<file path="src/rtl/top_n_usage_tracker_macros.svh">
// assertion macros for the top-n usage tracker
`ifndef TOP_N_USAGE_TRACKER_MACROS_SVH
`define TOP_N_USAGE_TRACKER_MACROS_SVH

`ifndef SYNTHESIS
// same-cycle implication, checked outside reset
`define TNU_ASSERT_IMP(label, clk, rst_n, ante, cons) \
    label: assert property (@(posedge clk) disable iff (!(rst_n)) (ante) |-> (cons)) \
        else $error("tracker check failed");
// next-cycle implication, checked outside reset
`define TNU_ASSERT_NXT(label, clk, rst_n, ante, cons) \
    label: assert property (@(posedge clk) disable iff (!(rst_n)) (ante) |=> (cons)) \
        else $error("tracker check failed");
`else
`define TNU_ASSERT_IMP(label, clk, rst_n, ante, cons)
`define TNU_ASSERT_NXT(label, clk, rst_n, ante, cons)
`endif

`endif

</file>
<file path="src/rtl/tnu_pkg.sv">
package tnu_pkg;

    // parameter defaults
    localparam int TOP_SLOTS_DEF  = 8;
    localparam int LIST_KINDS_DEF = 3;
    localparam int ID_BITS_DEF    = 24;

    // fixed field widths
    localparam int ENTITY_W = 24;
    localparam int PKT_W    = 32;
    localparam int BYTE_W   = 40;
    localparam int KEY_W    = 40;
    localparam int KIND_W   = 2;
    localparam int RANK_W   = 3;

    // request function codes
    localparam logic FUNC_UPDATE = 1'b0;
    localparam logic FUNC_TICK   = 1'b1;

    // per-cell operation
    typedef enum logic [1:0] {
        CELL_HOLD,
        CELL_LOAD,
        CELL_TAKE_UP
    } t_cell_op;

    // cell status toward the list control
    typedef struct packed {
        logic valid;
        logic hit;
        logic below;
    } t_cell_stat;

    // tracker control states
    typedef enum logic {
        ST_IDLE,
        ST_DUMP
    } t_state;

endpackage

</file>
<file path="src/rtl/tnu_cell.sv">
module tnu_cell
    import tnu_pkg::*;
#(
    parameter int ID_BITS = ID_BITS_DEF
) (
    input  logic                i_clk,
    input  logic                i_rst_n,
    input  t_cell_op            i_op,
    input  logic                i_sort_bytes,
    input  logic [ID_BITS-1:0]  i_new_id,
    input  logic [PKT_W-1:0]    i_new_pkts,
    input  logic [BYTE_W-1:0]   i_new_bytes,
    input  logic [KEY_W-1:0]    i_new_key,
    input  logic                i_up_valid,
    input  logic [ID_BITS-1:0]  i_up_id,
    input  logic [PKT_W-1:0]    i_up_pkts,
    input  logic [BYTE_W-1:0]   i_up_bytes,
    output logic [ID_BITS-1:0]  o_id,
    output logic [PKT_W-1:0]    o_pkts,
    output logic [BYTE_W-1:0]   o_bytes,
    output t_cell_stat          o_stat
);

    logic               r_valid;
    logic [ID_BITS-1:0] r_id;
    logic [PKT_W-1:0]   r_pkts;
    logic [BYTE_W-1:0]  r_bytes;
    logic [KEY_W-1:0]   key;

    // slot occupancy
    always_ff @(posedge i_clk) begin
        if (!i_rst_n) begin
            r_valid <= 1'b0;
        end else begin
            unique case (i_op)
                CELL_LOAD:    r_valid <= 1'b1;
                CELL_TAKE_UP: r_valid <= i_up_valid;
                default:      r_valid <= r_valid;
            endcase
        end
    end

    // slot contents
    always_ff @(posedge i_clk) begin
        unique case (i_op)
            CELL_LOAD: begin
                r_id    <= i_new_id;
                r_pkts  <= i_new_pkts;
                r_bytes <= i_new_bytes;
            end
            CELL_TAKE_UP: begin
                r_id    <= i_up_id;
                r_pkts  <= i_up_pkts;
                r_bytes <= i_up_bytes;
            end
            default: begin
                r_id    <= r_id;
                r_pkts  <= r_pkts;
                r_bytes <= r_bytes;
            end
        endcase
    end

    // ranking key and compares against the incoming request
    assign key          = i_sort_bytes ? r_bytes : KEY_W'(r_pkts);
    assign o_stat.valid = r_valid;
    assign o_stat.hit   = r_valid && (r_id == i_new_id);
    assign o_stat.below = r_valid && (key < i_new_key);

    assign o_id    = r_id;
    assign o_pkts  = r_pkts;
    assign o_bytes = r_bytes;

endmodule

</file>
<file path="src/rtl/tnu_list.sv">
module tnu_list
    import tnu_pkg::*;
#(
    parameter int TOP_SLOTS = TOP_SLOTS_DEF,
    parameter int ID_BITS   = ID_BITS_DEF
) (
    input  logic                i_clk,
    input  logic                i_rst_n,
    input  logic                i_upd,
    input  logic                i_shift,
    input  logic                i_sort_bytes,
    input  logic [ID_BITS-1:0]  i_new_id,
    input  logic [PKT_W-1:0]    i_new_pkts,
    input  logic [BYTE_W-1:0]   i_new_bytes,
    input  logic [KEY_W-1:0]    i_new_key,
    output logic                o_head_valid,
    output logic [ID_BITS-1:0]  o_head_id,
    output logic [PKT_W-1:0]    o_head_pkts,
    output logic [BYTE_W-1:0]   o_head_bytes
);

    t_cell_stat         stat   [TOP_SLOTS];
    logic [ID_BITS-1:0] c_id   [TOP_SLOTS];
    logic [PKT_W-1:0]   c_pkts [TOP_SLOTS];
    logic [BYTE_W-1:0]  c_bytes[TOP_SLOTS];
    logic [ID_BITS-1:0] up_id  [TOP_SLOTS];
    logic [PKT_W-1:0]   up_pkts[TOP_SLOTS];
    logic [BYTE_W-1:0]  up_bytes[TOP_SLOTS];
    logic               up_valid[TOP_SLOTS];
    t_cell_op           op     [TOP_SLOTS];

    logic [TOP_SLOTS-1:0] hit;
    logic [TOP_SLOTS-1:0] free_run;
    logic [TOP_SLOTS-1:0] start;
    logic [TOP_SLOTS-1:0] act;
    logic [TOP_SLOTS-1:0] pass;
    logic                 found;

    // upper neighbor of each cell, empty above the top cell
    always_comb begin
        for (int i = 0; i < TOP_SLOTS; i++) begin
            if (i == TOP_SLOTS - 1) begin
                up_valid[i] = 1'b0;
                up_id[i]    = '0;
                up_pkts[i]  = '0;
                up_bytes[i] = '0;
            end else begin
                up_valid[i] = stat[i+1].valid;
                up_id[i]    = c_id[i+1];
                up_pkts[i]  = c_pkts[i+1];
                up_bytes[i] = c_bytes[i+1];
            end
        end
    end

    // entry point: hit slot, top of the free run, or evict slot 0
    always_comb begin
        for (int i = 0; i < TOP_SLOTS; i++) begin
            hit[i] = stat[i].hit;
        end
        found = |hit;
        free_run[0] = !stat[0].valid;
        for (int i = 1; i < TOP_SLOTS; i++) begin
            free_run[i] = free_run[i-1] && !stat[i].valid;
        end
        for (int i = 0; i < TOP_SLOTS; i++) begin
            if (found) begin
                start[i] = hit[i];
            end else if (!stat[0].valid) begin
                if (i == TOP_SLOTS - 1) begin
                    start[i] = free_run[i];
                end else begin
                    start[i] = free_run[i] && stat[i+1].valid;
                end
            end else begin
                start[i] = (i == 0) && stat[0].below;
            end
        end
    end

    // bubble path: the entry passes upward while the next key is smaller
    always_comb begin
        act[0] = start[0];
        for (int i = 1; i < TOP_SLOTS; i++) begin
            act[i] = start[i] || (act[i-1] && stat[i].below);
        end
        for (int i = 0; i < TOP_SLOTS; i++) begin
            if (i == TOP_SLOTS - 1) begin
                pass[i] = 1'b0;
            end else begin
                pass[i] = act[i] && stat[i+1].below;
            end
        end
    end

    // per-cell operation
    always_comb begin
        for (int i = 0; i < TOP_SLOTS; i++) begin
            if (i_shift) begin
                op[i] = CELL_TAKE_UP;
            end else if (i_upd && act[i]) begin
                op[i] = pass[i] ? CELL_TAKE_UP : CELL_LOAD;
            end else begin
                op[i] = CELL_HOLD;
            end
        end
    end

    // row of slot cells
    for (genvar g = 0; g < TOP_SLOTS; g++) begin : g_cell
        tnu_cell #(
            .ID_BITS (ID_BITS)
        ) u_cell (
            .i_clk        (i_clk),
            .i_rst_n      (i_rst_n),
            .i_op         (op[g]),
            .i_sort_bytes (i_sort_bytes),
            .i_new_id     (i_new_id),
            .i_new_pkts   (i_new_pkts),
            .i_new_bytes  (i_new_bytes),
            .i_new_key    (i_new_key),
            .i_up_valid   (up_valid[g]),
            .i_up_id      (up_id[g]),
            .i_up_pkts    (up_pkts[g]),
            .i_up_bytes   (up_bytes[g]),
            .o_id         (c_id[g]),
            .o_pkts       (c_pkts[g]),
            .o_bytes      (c_bytes[g]),
            .o_stat       (stat[g])
        );
    end

    // slot 0 feeds the dump
    assign o_head_valid = stat[0].valid;
    assign o_head_id    = c_id[0];
    assign o_head_pkts  = c_pkts[0];
    assign o_head_bytes = c_bytes[0];

endmodule

</file>
<file path="src/rtl/top_n_usage_tracker.sv">
// update: applied in the cycle it is accepted, one update per cycle while idle
// tick: dump entered via the state register, one slot per cycle while the output does not
// stall, LIST_KINDS*TOP_SLOTS results in all; the dump shifts each list down its row of
// cells toward slot 0; input is stalled for the dump and longer while the output stalls
// reset (synchronous, active low) empties all slots, clears the sort mode
// and the output valid; no clearing pass
`include "top_n_usage_tracker_macros.svh"

module top_n_usage_tracker
    import tnu_pkg::*;
#(
    parameter int TOP_SLOTS  = TOP_SLOTS_DEF,
    parameter int LIST_KINDS = LIST_KINDS_DEF,
    parameter int ID_BITS    = ID_BITS_DEF
) (
    input  logic                i_clk,
    input  logic                i_rst_n,
    input  logic                i_in_valid,
    output logic                o_in_stall,
    input  logic                i_func,
    input  logic [KIND_W-1:0]   i_list_kind,
    input  logic [ENTITY_W-1:0] i_entity_id,
    input  logic [PKT_W-1:0]    i_packet_count,
    input  logic [BYTE_W-1:0]   i_byte_count,
    input  logic                i_cfg_valid,
    output logic                o_cfg_ready,
    input  logic                i_cfg_data,
    output logic                o_out_valid,
    input  logic                i_out_stall,
    output logic [KIND_W-1:0]   o_out_kind,
    output logic [RANK_W-1:0]   o_rank_slot,
    output logic                o_slot_used,
    output logic [ENTITY_W-1:0] o_out_entity,
    output logic [PKT_W-1:0]    o_out_packets,
    output logic [BYTE_W-1:0]   o_out_bytes,
    output logic                o_last_of_dump
);

    localparam int SLOT_CW = $clog2(TOP_SLOTS);
    localparam int KIND_CW = (LIST_KINDS > 1) ? $clog2(LIST_KINDS) : 1;

    t_state               r_state;
    t_state               n_state;
    logic                 r_sort_bytes;
    logic [SLOT_CW-1:0]   r_slot_cnt;
    logic [KIND_CW-1:0]   r_kind_cnt;

    logic                 r_out_valid;
    logic [KIND_W-1:0]    r_out_kind;
    logic [RANK_W-1:0]    r_out_slot;
    logic                 r_out_used;
    logic [ENTITY_W-1:0]  r_out_entity;
    logic [PKT_W-1:0]     r_out_pkts;
    logic [BYTE_W-1:0]    r_out_bytes;
    logic                 r_out_last;

    logic                 in_accept;
    logic                 out_adv;
    logic                 dump_step;
    logic                 last_slot;
    logic                 last_kind;
    logic [ID_BITS-1:0]   new_id;
    logic [KEY_W-1:0]     new_key;

    logic                 h_valid[LIST_KINDS];
    logic [ID_BITS-1:0]   h_id   [LIST_KINDS];
    logic [PKT_W-1:0]     h_pkts [LIST_KINDS];
    logic [BYTE_W-1:0]    h_bytes[LIST_KINDS];

    // handshakes
    assign in_accept = i_in_valid && !o_in_stall;
    assign out_adv   = !r_out_valid || !i_out_stall;
    assign last_slot = (r_slot_cnt == SLOT_CW'(TOP_SLOTS - 1));
    assign last_kind = (r_kind_cnt == KIND_CW'(LIST_KINDS - 1));

    // request fields as stored in the cells
    assign new_id  = ID_BITS'(i_entity_id);
    assign new_key = r_sort_bytes ? i_byte_count : KEY_W'(i_packet_count);

    // sort mode register
    assign o_cfg_ready = 1'b1;
    always_ff @(posedge i_clk) begin
        if (!i_rst_n) begin
            r_sort_bytes <= 1'b0;
        end else if (i_cfg_valid && o_cfg_ready) begin
            r_sort_bytes <= i_cfg_data;
        end
    end

    // next state
    always_comb begin
        n_state = r_state;
        unique case (r_state)
            ST_IDLE: begin
                if (in_accept && (i_func == FUNC_TICK)) begin
                    n_state = ST_DUMP;
                end
            end
            ST_DUMP: begin
                if (out_adv && last_slot && last_kind) begin
                    n_state = ST_IDLE;
                end
            end
            default: n_state = ST_IDLE;
        endcase
    end

    // state outputs
    always_comb begin
        o_in_stall = 1'b0;
        dump_step  = 1'b0;
        unique case (r_state)
            ST_IDLE: begin
                o_in_stall = 1'b0;
                dump_step  = 1'b0;
            end
            ST_DUMP: begin
                o_in_stall = 1'b1;
                dump_step  = out_adv;
            end
            default: begin
                o_in_stall = 1'b1;
                dump_step  = 1'b0;
            end
        endcase
    end

    // state and dump position
    always_ff @(posedge i_clk) begin
        if (!i_rst_n) begin
            r_state    <= ST_IDLE;
            r_slot_cnt <= '0;
            r_kind_cnt <= '0;
        end else begin
            r_state <= n_state;
            if (dump_step) begin
                if (last_slot) begin
                    r_slot_cnt <= '0;
                    r_kind_cnt <= last_kind ? '0 : r_kind_cnt + 1'b1;
                end else begin
                    r_slot_cnt <= r_slot_cnt + 1'b1;
                end
            end
        end
    end

    // one row of cells per list
    for (genvar k = 0; k < LIST_KINDS; k++) begin : g_list
        tnu_list #(
            .TOP_SLOTS (TOP_SLOTS),
            .ID_BITS   (ID_BITS)
        ) u_list (
            .i_clk        (i_clk),
            .i_rst_n      (i_rst_n),
            .i_upd        (in_accept && (i_func == FUNC_UPDATE) &&
                           (i_list_kind == KIND_W'(k))),
            .i_shift      (dump_step && (r_kind_cnt == KIND_CW'(k))),
            .i_sort_bytes (r_sort_bytes),
            .i_new_id     (new_id),
            .i_new_pkts   (i_packet_count),
            .i_new_bytes  (i_byte_count),
            .i_new_key    (new_key),
            .o_head_valid (h_valid[k]),
            .o_head_id    (h_id[k]),
            .o_head_pkts  (h_pkts[k]),
            .o_head_bytes (h_bytes[k])
        );
    end

    // output register control
    always_ff @(posedge i_clk) begin
        if (!i_rst_n) begin
            r_out_valid <= 1'b0;
        end else if (out_adv) begin
            r_out_valid <= dump_step;
        end
    end

    // output register payload, empty slots read as zero
    always_ff @(posedge i_clk) begin
        if (dump_step) begin
            r_out_kind   <= KIND_W'(r_kind_cnt);
            r_out_slot   <= RANK_W'(r_slot_cnt);
            r_out_used   <= h_valid[r_kind_cnt];
            r_out_entity <= h_valid[r_kind_cnt] ? ENTITY_W'(h_id[r_kind_cnt]) : '0;
            r_out_pkts   <= h_valid[r_kind_cnt] ? h_pkts[r_kind_cnt] : '0;
            r_out_bytes  <= h_valid[r_kind_cnt] ? h_bytes[r_kind_cnt] : '0;
            r_out_last   <= last_slot && last_kind;
        end
    end

    assign o_out_valid    = r_out_valid;
    assign o_out_kind     = r_out_kind;
    assign o_rank_slot    = r_out_slot;
    assign o_slot_used    = r_out_used;
    assign o_out_entity   = r_out_entity;
    assign o_out_packets  = r_out_pkts;
    assign o_out_bytes    = r_out_bytes;
    assign o_last_of_dump = r_out_last;

    // checks
    `TNU_ASSERT_NXT(a_tick_starts_dump, i_clk, i_rst_n, in_accept && (i_func == FUNC_TICK), r_state == ST_DUMP)
    `TNU_ASSERT_NXT(a_last_ends_dump, i_clk, i_rst_n, dump_step && last_slot && last_kind, r_state == ST_IDLE)
    `TNU_ASSERT_IMP(a_idle_counters_home, i_clk, i_rst_n, r_state == ST_IDLE, (r_slot_cnt == '0) && (r_kind_cnt == '0))

endmodule
</file>
<file path="config.mk">
export PLATFORM = sky130hd
export DESIGN_NAME = top_n_usage_tracker
export DESIGN_NICKNAME = d
export VERILOG_FILES = /design/src/rtl/tnu_pkg.sv /design/src/rtl/tnu_cell.sv /design/src/rtl/tnu_list.sv /design/src/rtl/top_n_usage_tracker.sv
export VERILOG_INCLUDE_DIRS = /design/src /design/src/rtl
export SDC_FILE = /design/constraint.sdc
export NUM_CORES = 2
export LEC_CHECK = 0
export BUFFER_PORTS_ARGS = -buffer_cell sky130_fd_sc_hd__buf_4
export CAP_MARGIN = 20
export CORE_UTILIZATION = 64
export CTS_CLUSTER_DIAMETER = 50
export DETAILED_ROUTE_END_ITERATION = 10
export PLACE_DENSITY = 0.81
export SYNTH_ARGS = -nofsm -noshare
export SYNTH_HDL_FRONTEND = slang
export SYNTH_SLANG_ARGS = --single-unit
</file>
<file path="constraint.sdc">
create_clock -name i_clk -period 20.3 [get_ports i_clk]
set_input_delay 4.06 -clock i_clk [delete_from_list [all_inputs] [get_ports i_clk]]
set_output_delay 4.06 -clock i_clk [all_outputs]
set_load 0.02 [all_outputs]
</file>
# After elaboration in Yosys (flattened, before gate mapping)
# Cells that the tools add are included.
dict set report op_classes {
  n_mux 257
  magnitude_cmp 25
  n_eq_ne 77
  n_reduce_logical 226
  n_addsub 2
  n_bitwise 3
}
# cell count
set op_table {}
lappend op_table {{40-bit one-hot mux with 2 select lines} 24}
lappend op_table {{32-bit one-hot mux with 2 select lines} 24}
lappend op_table {{24-bit one-hot mux with 2 select lines} 24}
lappend op_table {{40-bit 2-to-1 mux} 27}
lappend op_table {{40-bit < comparator} 24}
lappend op_table {{24-bit equality test} 24}
lappend op_table {{1-bit logical AND} 147}
lappend op_table {{2-bit 2-to-1 mux} 67}
lappend op_table {{40-bit binary-select mux with 2-bit select} 1}
lappend op_table {{32-bit binary-select mux with 2-bit select} 1}
lappend op_table {{32-bit 2-to-1 mux} 2}
lappend op_table {{1-bit 2-to-1 mux} 55}
lappend op_table {{1-bit one-hot mux with 2 select lines} 27}
lappend op_table {{2-bit by 1-bit equality test with 1-bit output, second input constant} 26}
lappend op_table {{2-bit equality test, second input constant} 26}
lappend op_table {{24-bit binary-select mux with 2-bit select} 1}
lappend op_table {{24-bit 2-to-1 mux} 2}
lappend op_table {{2-bit nonzero test} 24}
lappend op_table {{1-bit zero test} 27}
lappend op_table {{8-bit OR reduction} 3}
lappend op_table {{1-bit logical OR} 22}
lappend op_table {{2-bit zero test} 2}
lappend op_table {{3-bit by 1-bit adder with 3-bit output, second input constant} 1}
lappend op_table {{3-bit equality test, second input constant} 1}
lappend op_table {{7 further kinds} 8}
dict set report totals {
  ff_bits 2439
  input_bits 105
}

# Logic depth before layout (Yosys ltp)
dict set report depth {
  word_depth 24
  mapped_depth 23
}

# By module
# A second synthesis with hierarchy kept.
dict set report unflattened {
  cells_unflattened 11100
  hier_area_um2 146255.3
}
# mod instances area_each_um2 cells_per_inst
set modules_own_cells {}
lappend modules_own_cells {{tnu_cell (g_list[0].u_list.g_cell[3].u_cell ...)} 14 5756.8 429}
lappend modules_own_cells {{tnu_cell (g_list[0].u_list.g_cell[0].u_cell ...)} 4 5773.0 426}
lappend modules_own_cells {{tnu_cell (g_list[2].u_list.g_cell[4].u_cell ...)} 4 5750.5 427}
lappend modules_own_cells {top_n_usage_tracker 1 6642.6 624}
lappend modules_own_cells {{tnu_cell (g_list[0].u_list.g_cell[2].u_cell)} 1 5756.8 432}
lappend modules_own_cells {{tnu_cell (g_list[1].u_list.g_cell[1].u_cell)} 1 5755.5 428}
lappend modules_own_cells {tnu_list 3 470.5 66}

# Worst setup path after synthesis
# No wires, ideal clock.
dict set report synth_path {
  path_kind {in2reg}
  startpoint {input port i_byte_count[17]}
  endpoint {register g_list[1].u_list.g_cell[7].u_cell.r_bytes[0] (enable)}
  setup_ns 0.683
  required_time_ns 19.617
  cell_stages 14
  arrival_time_ns 14.673
  setup_slack_ns 4.944
  cell_sequence {clkbuf_1 mux2i_1 ha_1 a21o_1 a21o_1 a21oi_1 o21ai_0 a221o_1 a221o_1 or3_1 or3_1 o21ai_1 nor3_1 o21ai_0}
}
dict set report synth_between {
  elab_chain_len 24
}
# item line_no
set synth_rtl {}
lappend synth_rtl {{from (decl)} top_n_usage_tracker.sv:24} ;# input logic [BYTE_W-1:0] i_byte_count,
lappend synth_rtl {{40-bit 2-to-1 mux *} top_n_usage_tracker.sv:78} ;# assign new_key = r_sort_bytes ? i_byte_count : KEY_W'(i_packet_count);
lappend synth_rtl {{40-bit < comparator} tnu_cell.sv:68} ;# assign o_stat.below = r_valid && (key < i_new_key);
lappend synth_rtl {{1-bit logical AND} tnu_cell.sv:68}
lappend synth_rtl {{1-bit 2-to-1 mux} tnu_list.sv:69} ;# end else if (!stat[0].valid) begin
lappend synth_rtl {{1-bit 2-to-1 mux} tnu_list.sv:67} ;# if (found) begin
lappend synth_rtl {{1-bit logical AND} tnu_list.sv:85} ;# act[i] = start[i] || (act[i-1] && stat[i].below);
lappend synth_rtl {{1-bit logical OR} tnu_list.sv:85}
lappend synth_rtl {{1-bit logical AND} tnu_list.sv:85}
lappend synth_rtl {{[8 not listed]} --}
lappend synth_rtl {{1-bit logical OR} tnu_list.sv:85}
lappend synth_rtl {{1-bit logical AND *} tnu_list.sv:85}
lappend synth_rtl {{1-bit logical OR *} tnu_list.sv:85}
lappend synth_rtl {{1-bit logical AND *} tnu_list.sv:101} ;# end else if (i_upd && act[i]) begin
lappend synth_rtl {{1-bit 2-to-1 mux *} tnu_list.sv:101}
lappend synth_rtl {{2-bit 2-to-1 mux *} tnu_list.sv:99} ;# if (i_shift) begin
lappend synth_rtl {{2-bit equality test or 2-bit by 1-bit equality test with 1-bit output (tied branches)} tnu_cell.sv:45} ;# unique case (i_op)
lappend synth_rtl {{2-bit nonzero test (no line) *} --}
lappend synth_rtl {{to (signal assigned)} tnu_cell.sv:49} ;# r_bytes <= i_new_bytes;
lappend synth_rtl {{to (signal assigned)} tnu_cell.sv:54} ;# r_bytes <= i_up_bytes;
lappend synth_rtl {{to (signal assigned)} tnu_cell.sv:59} ;# r_bytes <= r_bytes;
lappend synth_rtl {{to (decl)} tnu_cell.sv:27} ;# logic [BYTE_W-1:0] r_bytes;
# Mark *: on every way between the ends. The rest lies on a longest branch, timed or not.
# A chain may end at the register's enable or synchronous reset.

# Final worst setup path
dict set report layout_path {
  startpoint {input port i_byte_count[19]}
  endpoint {register g_list[2].u_list.g_cell[6].u_cell.r_id[5], data pin}
}
dict set report layout_between {
  elab_chain_len 23
}
# item line_no
set layout_rtl {}
lappend layout_rtl {{40-bit 2-to-1 mux *} top_n_usage_tracker.sv:78}
lappend layout_rtl {{40-bit < comparator} tnu_cell.sv:68}
lappend layout_rtl {{1-bit logical AND} tnu_cell.sv:68}
lappend layout_rtl {{1-bit 2-to-1 mux} tnu_list.sv:69}
lappend layout_rtl {{1-bit 2-to-1 mux} tnu_list.sv:67}
lappend layout_rtl {{1-bit logical AND} tnu_list.sv:85}
lappend layout_rtl {{1-bit logical OR} tnu_list.sv:85}
lappend layout_rtl {{1-bit logical AND} tnu_list.sv:85}
lappend layout_rtl {{[7 not listed]} --}
lappend layout_rtl {{1-bit logical AND} tnu_list.sv:85}
lappend layout_rtl {{1-bit logical OR} tnu_list.sv:85}
lappend layout_rtl {{1-bit logical AND} tnu_list.sv:91} ;# pass[i] = act[i] && stat[i+1].below;
lappend layout_rtl {{2-bit 2-to-1 mux} tnu_list.sv:102} ;# op[i] = pass[i] ? CELL_TAKE_UP : CELL_LOAD;
lappend layout_rtl {{2-bit 2-to-1 mux *} tnu_list.sv:101}
lappend layout_rtl {{2-bit 2-to-1 mux *} tnu_list.sv:99}
lappend layout_rtl {{2-bit equality test or 2-bit by 1-bit equality test with 1-bit output (tied branches)} tnu_cell.sv:45}
lappend layout_rtl {{24-bit one-hot mux with 2 select lines *} tnu_cell.sv:45}
lappend layout_rtl {{to (signal assigned)} tnu_cell.sv:47} ;# r_id <= i_new_id;
lappend layout_rtl {{to (signal assigned)} tnu_cell.sv:52} ;# r_id <= i_up_id;
lappend layout_rtl {{to (signal assigned)} tnu_cell.sv:57} ;# r_id <= r_id;
lappend layout_rtl {{to (decl)} tnu_cell.sv:25} ;# logic [ID_BITS-1:0] r_id;
# Marks and branches as above.

==> flow_summary.yaml <==
synthesis:
  netlist_area_um2: 141000
  synthCells: 10400
  syn_nets: 11400
  synth_edf_count: 2407
  synth_area_leader_cell: "edfxtp_1"
  yosysWarnings: 0
  synth.avg_cell_area_um2: 13.6
  synthTopCellsByArea: "edfxtp_1 (51%), mux2_2 (22%), ha_1 (8.5%)"
  ys_seq_area_share_pct: 51.7
  synth_top_area_share_pct: 51.2
  synthDistinctLibCells: 83
  async_reset_ff_share_pct: 0
  synth-main-ff-cell: "edfxtp_1"
  ys_seq_elements: 2439
routing:
  ant_nets: 0
  drc_errors: 0
  wl_per_cell_um: 33.6
  vias: 94000
  firstDrtPassIters: 8
  totalWireLength_mm: 453
  drt-initial-drc-count: 13000
  via_per_inst: 6.98
sta:
  setup_tns_ns: 0
  max_freq_mhz: 92.8
  finClkSkew_ns: 0.0932
  slew_viol_final: 0
  hold_viol: 0
  rsz0062_at_grt: "false"
  period_needed_ns: 10.78
  relSlewSlack_pct: 11.7
  max_slew.worst_pin.slew_ns: 1.33
  setup_viol: 0
  fin_crit_sh_pct: 53.1
  timing.hold.ws_ns: 0.472
clocking:
  cts_hold_buf: 0
  cts_made_buffers: 300
  cts_resized: 0
  clk_pin_slew_worst_paths_ns: 0.06
  cts_tree: "done"
  clock_latency_ns: 0.97
  post_cts.repair.setup_buffers: 0
  h-tree-depth: 5
  clockBufferDepth: 4
  clock-sinks: 2439
  cts-root-buf: "clkbuf_16"
floorplanning:
  die_h_um: 472
  start_util_pct: 64.7
  die_area_um2: 222000
  std_cell_rows: 171
  pin_count: 211
  coreArea_um2: 218000
  die_w_um: 472
global_routing:
  antenna_found_initial: 65
  grt_pass1_wl_mm: 645
  grt_overflow: 0
  grt_max_degree: 115
  grt_pass1_vias: 92400
  track_usage_pct: 40.1
critical_path:
  rr_endpoint: "g_list[0].u_list.g_cell[6].u_cell.o_pkts[21]$_DFFE_PP_"
  end_kind: "register"
  r2r_cells: 19
  cp_data_arrival_time_ns: 11.41
  crit_chain: "buf_4 -> mux2i_4 -> buf_4 -> ha_1 -> nand4_1 -> nor4_1 -> o2111a_1 -> a32oi_1 -> o211ai_1 -> a2bb2oi_1 -> o221ai_1 -> and3_1 -> o211a_1 -> nor2b_1 -> o31ai_1 -> ha_4 -> buf_4 -> mux2_2"
  r2r_start: "r_sort_bytes$_SDFFE_PN0P_"
  crit_slowest_cell: "nor4_1"
  cp-start-kind: "input pin"
  required_ns: 20.93
  r2r_slack_ns: 10.31
  critPathMaxStageDelay_ns: 0.82
  path_class: "in -> reg"
  crit_path_frequent_cell: "buf_4"
  crit_path_max_fanout: 61
power_and_ir_drop:
  switching_share_pct: 25.5
  seqPwrFrac_pct: 45.8
  powerDensity_nw_per_um2: 81.2
  clkPwrFrac_pct: 41.0
  leakage_nw: 54.3
  power.switching_mw: 3.21
  p_int_mw: 9.38
  power_frac_comb_pct: 13.2
  power.total_mw: 12.6
  vdd.ir_drop.worst_uv: 86.7
layout:
  nets: 11400
  area_growth_pct: 9.88
  drive_gt1_share_pct: 34.5
  seqCellArea_um2: 72900
  multi_input_area_um2: 65700
  final_util_pct: 71.1
  fill_cells: 14400
hold_path:
  hold-path-endpoint: "o_rank_slot[2]$_DFFE_PP_"
  whs_path_depth: 0
  hp-class: "reg -> reg"
  hold_start: "r_slot_cnt[2]$_SDFFE_PN0P_"
flow_run:
  cap_violations: 0
run_status:
  status: "finished clean"
placement:
  port_buffers: 209
  dp_hpwl_mm: 309
  gp_congestion: 1.03
==> worst max-delay path, delay by kind of cell <==
family                     cells  cell delay (ns)
and+or+nand+nor                4             1.57
buffers and inverters          3             1.39
AOI/OAI and AO/OA              7             2.43
muxes                          2             0.53
adders and majority gates      2             1.06
==> worst max-delay path by stage <==
stage,from,to,slack [ns],depth (start not counted)
final,i_byte_count[19],g_list[2].u_list.g_cell[6].u_cell.o_id[5]$_DFFE_PP_,9.52,18
after floorplan,i_byte_count[17],g_list[1].u_list.g_cell[7].u_cell.o_bytes[0]$_SDFFCE_PN0P_,4.94,14
after detailed placement,i_byte_count[19],g_list[2].u_list.g_cell[6].u_cell.o_id[11]$_DFFE_PP_,8.83,18
after global placement,i_packet_count[17],g_list[2].u_list.g_cell[5].u_cell.o_id[18]$_DFFE_PP_,8.61,18
after global routing,i_packet_count[19],g_list[2].u_list.g_cell[6].u_cell.o_id[5]$_DFFE_PP_,9.39,18
after CTS,i_byte_count[19],g_list[2].u_list.g_cell[6].u_cell.o_id[5]$_DFFE_PP_,9.76,18
==> layout make-up <==
class / instances / share of cell area [%]
flip-flops and latches: 2439 / 47.0
multi-input cells: 7156 / 42.4
clock buffers: 378 / 5.15
well taps: 2854 / 2.30
repair buffers: 404 / 2.01
clock inverters: 133 / 0.810
inverters: 73 / 0.214
diodes: 36 / 0.0581
==> power groups by stage <==
stage	clock [mW]	sequential (mW)	combinational (mW)
floorplan	0	5.85	1.00
global placement	0	5.86	1.53
detailed placement	0	5.86	1.58
CTS	5.16	5.76	1.60
global route	5.34	5.77	1.75
finish	5.16	5.76	1.67
==> stage by stage <==
stage / setup slack [ns] / instances / instance area [µm²]
2_1_floorplan: 4.94 / 10400 / 141000
3_3_place_gp: 8.61 / 12900 / 145000
3_5_place_dp: 8.83 / 12900 / 146000
4_1_cts: 9.76 / 13400 / 155000
5_1_grt: 9.39 / 13500 / 155000
6_report: 9.52 / 13500 / 155000
==> synthesized netlist by cell type (63+ instances only) <==
library cell / count
a21oi_1: 336
a21o_1: 168
nand2_1: 231
xnor2_1: 306
xor2_1: 266
ha_1: 959
nand4_1: 258
nor2_1: 324
nand3_1: 63
nor3_1: 89
edfxtp_1: 2407
nor4_1: 97
mux2_2: 2711
and2_1: 484
mux2i_1: 129
o21ai_0: 225
inv_1: 72
clkbuf_1: 584
==> flip-flops by register name, indices dropped and copies added, names as in the netlist <==
| name | flops |
|---|---|
| o_last_of_dump | 1 |
| r_state | 1 |
| r_kind_cnt | 2 |
| r_slot_cnt | 3 |
| o_rank_slot | 3 |
| g_list.u_list.g_cell.u_cell.r_valid | 24 |
| r_sort_bytes | 1 |
| g_list.u_list.g_cell.u_cell.o_bytes | 960 |
| o_out_packets | 32 |
| o_slot_used | 1 |
| o_out_entity | 24 |
| o_out_kind | 2 |
| g_list.u_list.g_cell.u_cell.o_pkts | 768 |
| g_list.u_list.g_cell.u_cell.o_id | 576 |
| o_out_valid | 1 |
| o_out_bytes | 40 |
==> cell usage in the layout, fill, tap and decap left out, types with 36 or more instances in the layout <==
cell type	n
xor2_1	266
nand3_1	63
o21ai_0	224
mux2_2	2711
edfxtp_1	2407
nor2b_1	37
inv_1	51
nand2_1	229
nor3_1	87
nor4_1	91
clkbuf_1	66
o21a_1	37
ha_1	938
nor2_1	324
a21o_1	168
clkbuf_16	306
xnor2_1	306
and2_1	484
clkinv_1	37
diode_2	36
nand4_1	258
buf_4	387
clkinv_2	39
a21oi_1	335
mux2i_1	98
a211oi_1	52
==> cells by family after synthesis <==
| logic type | after synthesis | share of synthesized area, % |
|---|---|---|
| AOI/OAI and AO/OA | 1078 | 4.87 |
| xor gates and xnor gates | 572 | 3.55 |
| adders and majority gates | 959 | 8.50 |
| buffers and inverters | 769 | 2.30 |
| DFF | 2439 | 51.7 |
| muxes | 2840 | 22.6 |
| other | 1 | 0.00266 |
| and+or+nand+nor | 1706 | 6.54 |
==> routing by layer <==
metal | track usage [%] | part of all wire (%) | vias to the layer above | wire, µm
met1 | 54.0 | 38 | 46900 | 172000
li1 | - | - | 39800 | -
met4 | 21.4 | 6.0 | 36 | 27400
met5 | 0 | 0.063 | - | 285
met2 | 58.2 | 43 | 6041 | 193000
met3 | 12.4 | 13 | 1273 | 59700
Note: power is estimated with default switching activity, not from simulation.
